--- src/hw/rtl/swts_pkg.sv ---
// shared types and codes for the sorted word table search block
`default_nettype none

package swts_pkg;

  localparam int WORD_PORT_BITS = 64;
  localparam int POS_BITS = 10;

  localparam logic OP_LOAD   = 1'b0;
  localparam logic OP_SEARCH = 1'b1;

  localparam logic KIND_REPORT = 1'b0;
  localparam logic KIND_SEARCH = 1'b1;

  localparam logic [1:0] ORD_NONE = 2'd0;
  localparam logic [1:0] ORD_ASC  = 2'd1;
  localparam logic [1:0] ORD_DESC = 2'd2;

  localparam logic [1:0] ST_NONE    = 2'd0;
  localparam logic [1:0] ST_FOUND   = 2'd0;
  localparam logic [1:0] ST_MISS    = 2'd1;
  localparam logic [1:0] ST_REFUSED = 2'd2;

  typedef enum logic [1:0] {
    SEL_REPORT,
    SEL_FOUND,
    SEL_MISS,
    SEL_REFUSED
  } sel_t;

  typedef struct packed {
    logic load;
    logic search;
    logic probe;
    logic out_load;
    sel_t sel;
  } cmd_t;

  typedef struct packed {
    logic refuse;
    logic hit;
    logic empty;
  } sts_t;

endpackage

`default_nettype wire

--- src/hw/rtl/swts_ctrl.sv ---
// controller state machine for load, search probing and result hand-off
`default_nettype none

module swts_ctrl
  import swts_pkg::*;
(
  input  wire logic clk,
  input  wire logic rst,
  input  wire logic in_valid,
  output logic      in_stall,
  input  wire logic op,
  input  wire logic final_word,
  output logic      out_valid,
  input  wire logic out_stall,
  output cmd_t      cmd,
  input  wire sts_t sts
);

  typedef enum logic [5:0] {
    IDLE    = 6'b000001,
    REPORT  = 6'b000010,
    PROBE   = 6'b000100,
    FOUND   = 6'b001000,
    MISS    = 6'b010000,
    REFUSE  = 6'b100000
  } state_t;

  state_t state, state_next;
  logic   out_free;

  assign in_stall = (state != IDLE);
  assign out_free = !out_valid || !out_stall;

  always_comb begin
    state_next   = state;
    cmd.load     = 1'b0;
    cmd.search   = 1'b0;
    cmd.probe    = 1'b0;
    cmd.out_load = 1'b0;
    cmd.sel      = SEL_REPORT;
    case (state)
      IDLE: begin
        if (in_valid) begin
          if (op == OP_LOAD) begin
            cmd.load = 1'b1;
            if (final_word) begin
              state_next = REPORT;
            end
          end else begin
            cmd.search = 1'b1;
            state_next = sts.refuse ? REFUSE : PROBE;
          end
        end
      end
      PROBE: begin
        cmd.probe = 1'b1;
        if (sts.hit) begin
          state_next = FOUND;
        end else if (sts.empty) begin
          state_next = MISS;
        end
      end
      REPORT, FOUND, MISS, REFUSE: begin
        case (state)
          FOUND:   cmd.sel = SEL_FOUND;
          MISS:    cmd.sel = SEL_MISS;
          REFUSE:  cmd.sel = SEL_REFUSED;
          default: cmd.sel = SEL_REPORT;
        endcase
        if (out_free) begin
          cmd.out_load = 1'b1;
          state_next   = IDLE;
        end
      end
      default: state_next = IDLE;
    endcase
  end

  always_ff @(posedge clk) begin
    if (rst) begin
      state     <= IDLE;
      out_valid <= 1'b0;
    end else begin
      state <= state_next;
      if (cmd.out_load) begin
        out_valid <= 1'b1;
      end else if (!out_stall) begin
        out_valid <= 1'b0;
      end
    end
  end

  a_no_overwrite: assert property (@(posedge clk) disable iff (rst)
    cmd.out_load |-> !(out_valid && out_stall))
    else $error("result register overwritten while held");

  a_final_reports: assert property (@(posedge clk) disable iff (rst)
    (state == IDLE && in_valid && op == OP_LOAD && final_word) |=> state == REPORT)
    else $error("final load did not lead to an order report");

  a_refuse_path: assert property (@(posedge clk) disable iff (rst)
    (cmd.search && sts.refuse) |=> (state == REFUSE && !cmd.probe))
    else $error("refused search entered probing");

endmodule

`default_nettype wire

--- config.mk ---
export PLATFORM = sky130hd
export DESIGN_NAME = swts_ctrl
export DESIGN_NICKNAME = d
export VERILOG_FILES = /design/src/hw/rtl/swts_pkg.sv /design/src/hw/rtl/swts_ctrl.sv
export SDC_FILE = /design/constraint.sdc
export NUM_CORES = 1
export LEC_CHECK = 0
export ABC_AREA = 1
export BUFFER_PORTS_ARGS = -buffer_cell sky130_fd_sc_hd__buf_4
export CAP_MARGIN = 30
export CORE_AREA = 2 2 39 41
export DETAILED_ROUTE_END_ITERATION = 12
export DIE_AREA = 0 0 41 43
export PLACE_DENSITY = 0.65
export SYNTH_ARGS = -nofsm -noshare
export SYNTH_HDL_FRONTEND = slang
export SYNTH_SLANG_ARGS = --single-unit
--- constraint.sdc ---
create_clock -name clk -period 1.52 [get_ports clk]
set_input_delay 0.228 -clock clk [delete_from_list [all_inputs] [get_ports clk]]
set_output_delay 0.228 -clock clk [all_outputs]
set_load 0.005 [all_outputs]
## Yosys cells after proc, flatten, opt, wreduce, memory -nomap -nowiden

Cells that the tools add are included.
Widths: inputs -> output; s select.

- Eq/ne operators: 12
- Mux-type cells: 18
- Reductions and logical operators: 5

Operator list:

| operator | count |
|---|---|
| $mux 6 | 7 |
| $pmux 6 s3 | 1 |
| $eq 6x1->1 const B | 1 |
| $eq 6x2->1 const B | 1 |
| $eq 6x3->1 const B | 1 |
| $eq 6x4->1 const B | 1 |
| $eq 6x5->1 const B | 1 |
| $eq 6x6->1 const B | 1 |
| $mux 1 | 6 |
| $ne 3x3->1 const B | 2 |
| $ne 6x1->1 const B | 1 |
| $pmux 2 s3 | 1 |
| $mux 2 | 2 |
| $ne 2x2->1 const B | 2 |
| $reduce_and 4->1 | 1 |
| $reduce_or 4->1 | 1 |
| $mux 3 | 1 |
| $logic_not 1->1 | 2 |
| $ne 2x1->1 const B | 1 |
| $logic_or 1x1->1 | 1 |

- Bits in registers: 7
- Input port bits: 9
- Logic and storage cells: 37

## Logic depth before layout (Yosys ltp)

Gate-level depths: netlist (run 1).

- Depth in word-level cells: 5
- Gate-level depth with buffers: 10
- Depth with buffers taken out: 10

## Worst setup path before layout (run 1)

OpenSTA, ideal clock, no wires.

- Path type: reg2reg
- From: register state[5]
- To: register state[1]
- Library setup time: 0.114 ns
- Arrival time: 1.053 ns
- Required time: 1.406 ns
- Path slack: 0.353 ns
- Cell stages (with the launch flop): 9
- Buffers on the path: 0
- Period minus slack after synthesis: 1.167 ns
- Path through: dfxtp_1 nor2_4 nor2_2 nand2_4 nand3_2 nand2_4 nand2_4 nor2_1 nor2_2

- Word-level cells in the longest chain between the ends: 4
- Elaborated cells on any way between the ends: 13
- Those cells by class: eq/ne (10); mux (1); reduce/logical (2)

RTL lines:

| item | line | RTL |
|---|---|---|
| from (decl) | swts_ctrl.sv:28 | `state_t state, state_next;` |
| from (signal assigned) | swts_ctrl.sv:84 | `state <= state_next;` |
| $eq 6x2->1 (tied with other cells) | swts_ctrl.sv:41 | `case (state)` |
| $reduce_or 4->1 | swts_ctrl.sv:41 |  |
| $ne 2x2->1 (no source line) | n/a |  |
| $reduce_and 4->1 (no source line) | n/a |  |

Several ways; a longest one is shown, not always the timed one.
A chain may end at the register's enable or synchronous reset.

## Worst setup path in the final report (run 1)

- From: register state[5]
- To: output in_stall

- Word-level cells in the longest chain between the ends: 1

RTL lines:

| item | line | RTL |
|---|---|---|
| $ne 6x1->1 | swts_ctrl.sv:31 | `assign in_stall = (state != IDLE);` |
| to (decl) | swts_ctrl.sv:10 | `output logic in_stall,` |

No other way between the ends.

==> results of run 1 <==
registers in the layout, indices dropped and copies added (netlist names):
name	flops
out_valid	1
state	6
timing repair:
action,4_1_cts,5_1_grt
pin swaps,1,4
setup endpoints to repair,1,5
resized for setup,2,15
buffers inserted,1,4
final cells by class:
class	count	area, um^2	share of cell area [%]
clock buffer	4	26.3	3.29
inverter	13	48.8	6.11
multi-input combinational	62	400	50.2
sequential	7	145	18.2
tap	16	20.0	2.51
timing repair buffer	21	158	19.7
metrics by stage:
stage | worst slack, ns | instance area (um^2) | power [W]
floorplan | 0.353 | 532 | 0.000873
global placement | 0.247 | 672 | 0.00106
detailed placement | 0.235 | 672 | 0.00107
CTS | 0.00464 | 713 | 0.00127
global route | -0.0372 | 798 | 0.00162
finish | 0.0384 | 798 | 0.00151
cells by family after synthesis:
| logic type | after synthesis | synth area share, % |
|---|---|---|
| flops | 7 | 26.4 |
| buf+inv | 13 | 9.18 |
| simple gates | 54 | 56.7 |
| compound gates | 8 | 7.76 |
worst reg2reg max path, delay by kind of cell (launching register included):
family	cells	cell delay (ns)
AND/OR/NAND/NOR	8	0.77
buffers and inverters	1	0.17
flip-flops	1	0.34
worst min-delay path by stage:
stage	startpoint	to	slack, ns	cells after the start
2_1_floorplan	rst	state[0]	0.34	2
3_3_place_gp	rst	state[0]	0.44	3
3_5_place_dp	rst	state[0]	0.44	3
4_1_cts	rst	state[0]	0.18	3
5_1_grt	rst	state[0]	0.21	3
6_report	rst	state[0]	0.20	3
cells in the final DEF, fill, tap and decap left out, drive strengths merged:
cell,Yosys,final
buf,0,21
nor3,2,2
nand2,18,18
nor2,23,23
or2,2,2
nand3,9,9
a31oi,1,1
clkbuf,0,4
dfxtp,7,7
inv,13,13
a21oi,4,4
o21ai,3,3
synthesized netlist by cell type:
library cell  instances  area (um^2)
or2_0                 1         6.26
o21ai_0               2         10.0
o21ai_1               1         5.00
inv_2                 1         3.75
inv_1                12         45.0
a31oi_1               1         6.26
nand3_2               2         20.0
nand2_4               3         33.8
or2_2                 1         6.26
nor2_2                4         25.0
a21oi_1               4         20.0
nand2_2               1         6.26
nand2_1              14         52.6
nand3_1               6         30.0
nor2_4                3         33.8
nand3_4               1         17.5
dfxtp_1               7          140
nor3_1                2         10.0
nor2_1               16         60.1
layer usage:
| layer | wire length [um] | part of all wire (%) | global-route usage [%] |
|---|---|---|---|
| met4 | 14 | 1.2 | 8.00 |
| met1 | 578 | 48 | 17.8 |
| met3 | 33 | 2.7 | 3.14 |
| met2 | 581 | 48 | 18.8 |
| met5 | 0 | 0 | 0 |
report_power, final:
group	total [W]	leakage, nW	internal [W]	switching, W
combinational	0.00101	0.366	0.000478	0.000535
clock	0.000162	0.0150	0.0000998	0.0000624
sequential	0.000330	0.0591	0.000257	0.0000729
total	0.00151	0.440	0.000835	0.000671
==> run_results.csv, run 1 <==
group,metric,value,unit
timing,report.final.slew_viol_count,0,
cells_and_area,layout.nets,117,
timing,max_clock_freq,675,MHz
clock_network,cts_buffers,3,
route,vias_per_cell,4.60,
clock_network,cts_tree,"done",
synthesis,synth_nets,91,
critical_path,worstRegToRegCells,9,
route,drt_wl_total,1210,um
critical_path,crit_start,"state[5]",
critical_path,critical_path_buf_inv_count,2,
critical_path,crit_chain,"nor2_4 -> nand3_4 -> buf_4 -> buf_4",
critical_path,cp_top_family,"simple AND/OR/NAND/NOR gates",
floorplanning,fp.dieW,41,um
critical_path,crit_path_frequent_cell,"buf_4",
timing,slew_headroom,84.1,%
cells_and_area,area_delta_synth_final,50.1,%
timing,whs,0.195,ns
place,finalWeightedCongestion,0.729,
route,drtIter0Drc,7,
floorplanning,coreArea,0.00138,mm^2
synthesis,yosysWarnings,0,
global_routing,grt-ovfl-total,0,
critical_path,r2r_slack,0.14,ns
synthesis,synthesis.area,532,um^2
critical_path,cp.arrival,1.25,ns
timing,finalSetupTns,0,ns
critical_path,end_kind,"primary output",
synthesis,ys_seq_area_share,26.4,%
critical_path,endpoint,"in_stall",
clock_network,cts-root-buf,"clkbuf_4",
floorplanning,top_level_ports,17,
clock_network,clock-sinks,7,
clock_network,clock_latency,0.24,ns
min_path,hold_path_class,"primary input to register",
floorplanning,fp.dieH,43,um
global_routing,antenna_found_initial,0,
route,first_pass_iters,4,
cells_and_area,post-route-util,57.7,%
critical_path,cp_max_fo,6,
global_routing,grt.total_usage,13.4,%
timing,fin_crit_sh,97.5,%
cells_and_area,num-fill-cells,125,
clock_network,htreeDepth,1,
critical_path,cp-start-kind,"register",
clock_network,clock_path_buffers,2,
place,place_inst,114,
power,power_density,1890,mW/mm^2
critical_path,required,1.29,ns
power,ir_worst_vdd,850,uV
clock_network,ctsHoldBuffers,0,
clock_network,path_clk_slew,0.05,ns
place,hpwl,836,um
route,via_count,566,
floorplanning,start_util,38.4,%
route,postRouteAntennaNets,0,
timing,worst_clock_skew,0.00263,ns
timing,fin_crit,1.48,ns
run,cap_violations,0,
critical_path,critPathKind,"register to primary output",
synthesis,syn_inst,82,
critical_path,crit_slowest_cell,"dfxtp_2",
global_routing,grt_max_degree,10,
timing,finalHoldViolCount,0,
timing,worstMarginPinSlew,0.239,ns
status,outcome,"complete, no violations",
cells_and_area,drive_above_1_share,50.5,%
critical_path,r2r_end,"state[1]",
synthesis,synth_cell_type_count,19,
route,wl_per_cell,9.82,um
global_routing,grt_pass1_vias,421,
route,drc,0,
critical_path,timing.rr.start,"state[5]",
global_routing,grt_pass1_wl,1620,um
floorplanning,dieArea,0.00176,mm^2
critical_path,cpPeakStageDelay,0.34,ns
place,port-buffer-count,16,
power,p_leak,0.440,nW
synthesis,syn_avg_cell_area,6.48,um^2
critical_path,worst-path-stages,4,
timing,setup_violations,0,
timing,rsz0062_at_grt,"yes",
cells_and_area,diodes,0,
synthesis,ys_seq_elements,7,
floorplanning,rows,14,
cells_and_area,fin_cells,123,
No activity file was read; power rests on OpenSTA's default activity.
==> inputs of run 2 (changes only) <==
- CTS_BUF_LIST: not set -> sky130_fd_sc_hd__clkbuf_2
==> run 2 against run 1 <==
  * Count of clock-buffer cells in the layout is the same
  * Via count up 0.35%
  * First-iteration DRC count rose to 2.7 times the previous value
  * Sequential share of layout area increased by 0.27 points
  * Die area stayed put
  * Sequential cell count unchanged
  * Power is 1.6% lower
  * Critical path type unchanged
  * Largest cell class unchanged
==> run_results.csv, run 2 (same netlist as run 1, synthesis figures left out) <==
group,metric,value,unit
critical_path,end_kind,"primary output",
place,hpwl,836,um
cells_and_area,largest_reg_flops,6,
timing,worstMarginPinSlew,0.238,ns
place,port-buffer-count,16,
place,place_area,672,um^2
floorplanning,dieArea,0.00176,mm^2
timing,worst_clock_skew,0.00172,ns
critical_path,crit_chain,"nor2_4 -> nand3_4 -> buf_4 -> buf_4",
timing,slew_headroom,84.1,%
critical_path,cp.arrival,1.25,ns
global_routing,grt_pass1_vias,414,
route,via_count,568,
critical_path,cpPeakStageDelay,0.35,ns
clock_network,clock_path_buffers,2,
power,power_frac_clock,9.3,%
power,ir_worst_vdd,845,uV
route,vias_per_cell,4.62,
route,drtIter0Drc,19,
critical_path,cp-start-kind,"register",
critical_path,required,1.29,ns
critical_path,cp_top_family,"simple AND/OR/NAND/NOR gates",
power,power_switching,0.000675,W
clock_network,cts_tree,"done",
global_routing,grt_max_degree,10,
cells_and_area,stdcell_area,793,um^2
route,drc,0,
clock_network,cts_buffers,3,
cells_and_area,layout.nets,117,
timing,max_clock_freq,678,MHz
floorplanning,fp.dieW,41,um
clock_network,cts-root-buf,"clkbuf_2",
cells_and_area,diodes,0,
route,drt_wl_total,1220,um
run,cap_violations,0,
timing,fin_crit,1.47,ns
critical_path,worstRegToRegCells,9,
cells_and_area,top_register,"state",
timing,finalHoldViolCount,0,
timing,fin_crit_sh,97.0,%
floorplanning,fp.dieH,43,um
global_routing,grt.total_usage,13.9,%
critical_path,worst-path-stages,4,
min_path,hold-path-cell-count,3,
cells_and_area,reg_top3,"state (6), out_valid (1)",
floorplanning,coreArea,0.00138,mm^2
cells_and_area,mostFrequentLayoutCell,"buf_4",
power,p_leak,0.442,nW
critical_path,cp_max_fo,6,
global_routing,grt_pass1_wl,1640,um
min_path,hold_path_class,"primary input to register",
power,swShare,45.6,%
timing,setup_violations,0,
cells_and_area,area_delta_synth_final,49.2,%
timing,report.final.slew_viol_count,0,
cells_and_area,num-fill-cells,129,
cells_and_area,drive_above_1_share,52.3,%
place,finalWeightedCongestion,0.729,
cells_and_area,ff_latch_area,146,um^2
clock_network,path_clk_slew,0.07,ns
route,postRouteAntennaNets,0,
power,intPower,0.000806,W
floorplanning,start_util,38.4,%
route,wl_per_cell,9.88,um
cells_and_area,post-route-util,57.3,%
floorplanning,top_level_ports,17,
timing,finalSetupTns,0,ns
power,fin_total_pwr,0.00148,W
timing,rsz0062_at_grt,"yes",
cells_and_area,final_cell_mix,"21 x buf_4, 14 x nand2_1, 13 x nor2_1, 10 x inv_1, 7 x nor2_2",
critical_path,critPathKind,"register to primary output",
global_routing,antenna_found_initial,0,
clock_network,ctsHoldBuffers,0,
critical_path,crit_slowest_cell,"dfxtp_2",
power,p_comb_share,68.4,%
clock_network,clock_latency,0.23,ns
power,power_density,1870,mW/mm^2
clock_network,clock-sinks,7,
global_routing,grt-ovfl-total,0,
cells_and_area,multi_input_area,400,um^2
critical_path,critical_path_buf_inv_count,2,
clock_network,htreeDepth,1,
status,outcome,"complete, no violations",
power,pwr-share-seq,22.3,%
floorplanning,rows,14,
route,first_pass_iters,3,
critical_path,crit_path_frequent_cell,"buf_4",
run 2: cell counts in the layout (fill, tap and decap cells not counted):
No cell type changed its count.
run 2: power by group through the flow:
| stage | logic, W | registers, W | clock network, W |
|---|---|---|---|
| finish | 0.00101 | 0.000331 | 0.000138 |
| detailed placement | 0.000753 | 0.000315 | 0 |
| floorplan | 0.000569 | 0.000304 | 0 |
| CTS | 0.000780 | 0.000315 | 0.000142 |
| global placement | 0.000753 | 0.000312 | 0 |
| global route | 0.00110 | 0.000338 | 0.000157 |
run 2: path summary, 6_finish.rpt:
| path | to | from | slack (ns) |
|---|---|---|---|
| worst max-delay path | in_stall | state[5] | 0.05 |
| worst min-delay path | state[0] | rst | 0.21 |
| worst max register to register | state[1] | state[5] | 0.13 |
| worst min register to register | state[3] | state[3] | 0.53 |
run 2: what timing repair did:
action,CTS,global route
gates resized for setup,1,17
pin swaps,1,4
endpoints found under the setup margin,1,5
buffers inserted,1,4
run 2: worst min-delay path, cell delays in order:
cell	delay [ns]
buf_4	0.09
nor2_1	0.04
o21ai_1	0.05
run 2: routing by layer:
layer | global-route usage (%) | wire [um] | up-vias
li1 | - | - | 304
met1 | 17.5 | 558 | 245
met2 | 18.8 | 603 | 17
met3 | 4.71 | 38 | 2
met4 | 10.0 | 14 | 0
met5 | 0 | 0 | -
run 2: per-stage QoR:
step,setup WS (ns),hold slack (ns),cells
after detailed placement,0.235,0.439,114
after global routing,-0.0482,0.207,123
after CTS,0.00259,0.189,119
after global placement,0.247,0.440,114
final,0.0460,0.207,123
after floorplan,0.353,0.336,82
run 2: area by class of cell:
type	instances	share of cell area, %
multi-input cells	62	50.5
repair buffers	21	19.9
flip-flops and latches	7	18.5
inverters	13	6.15
clock buffers	4	2.52
well taps	16	2.52
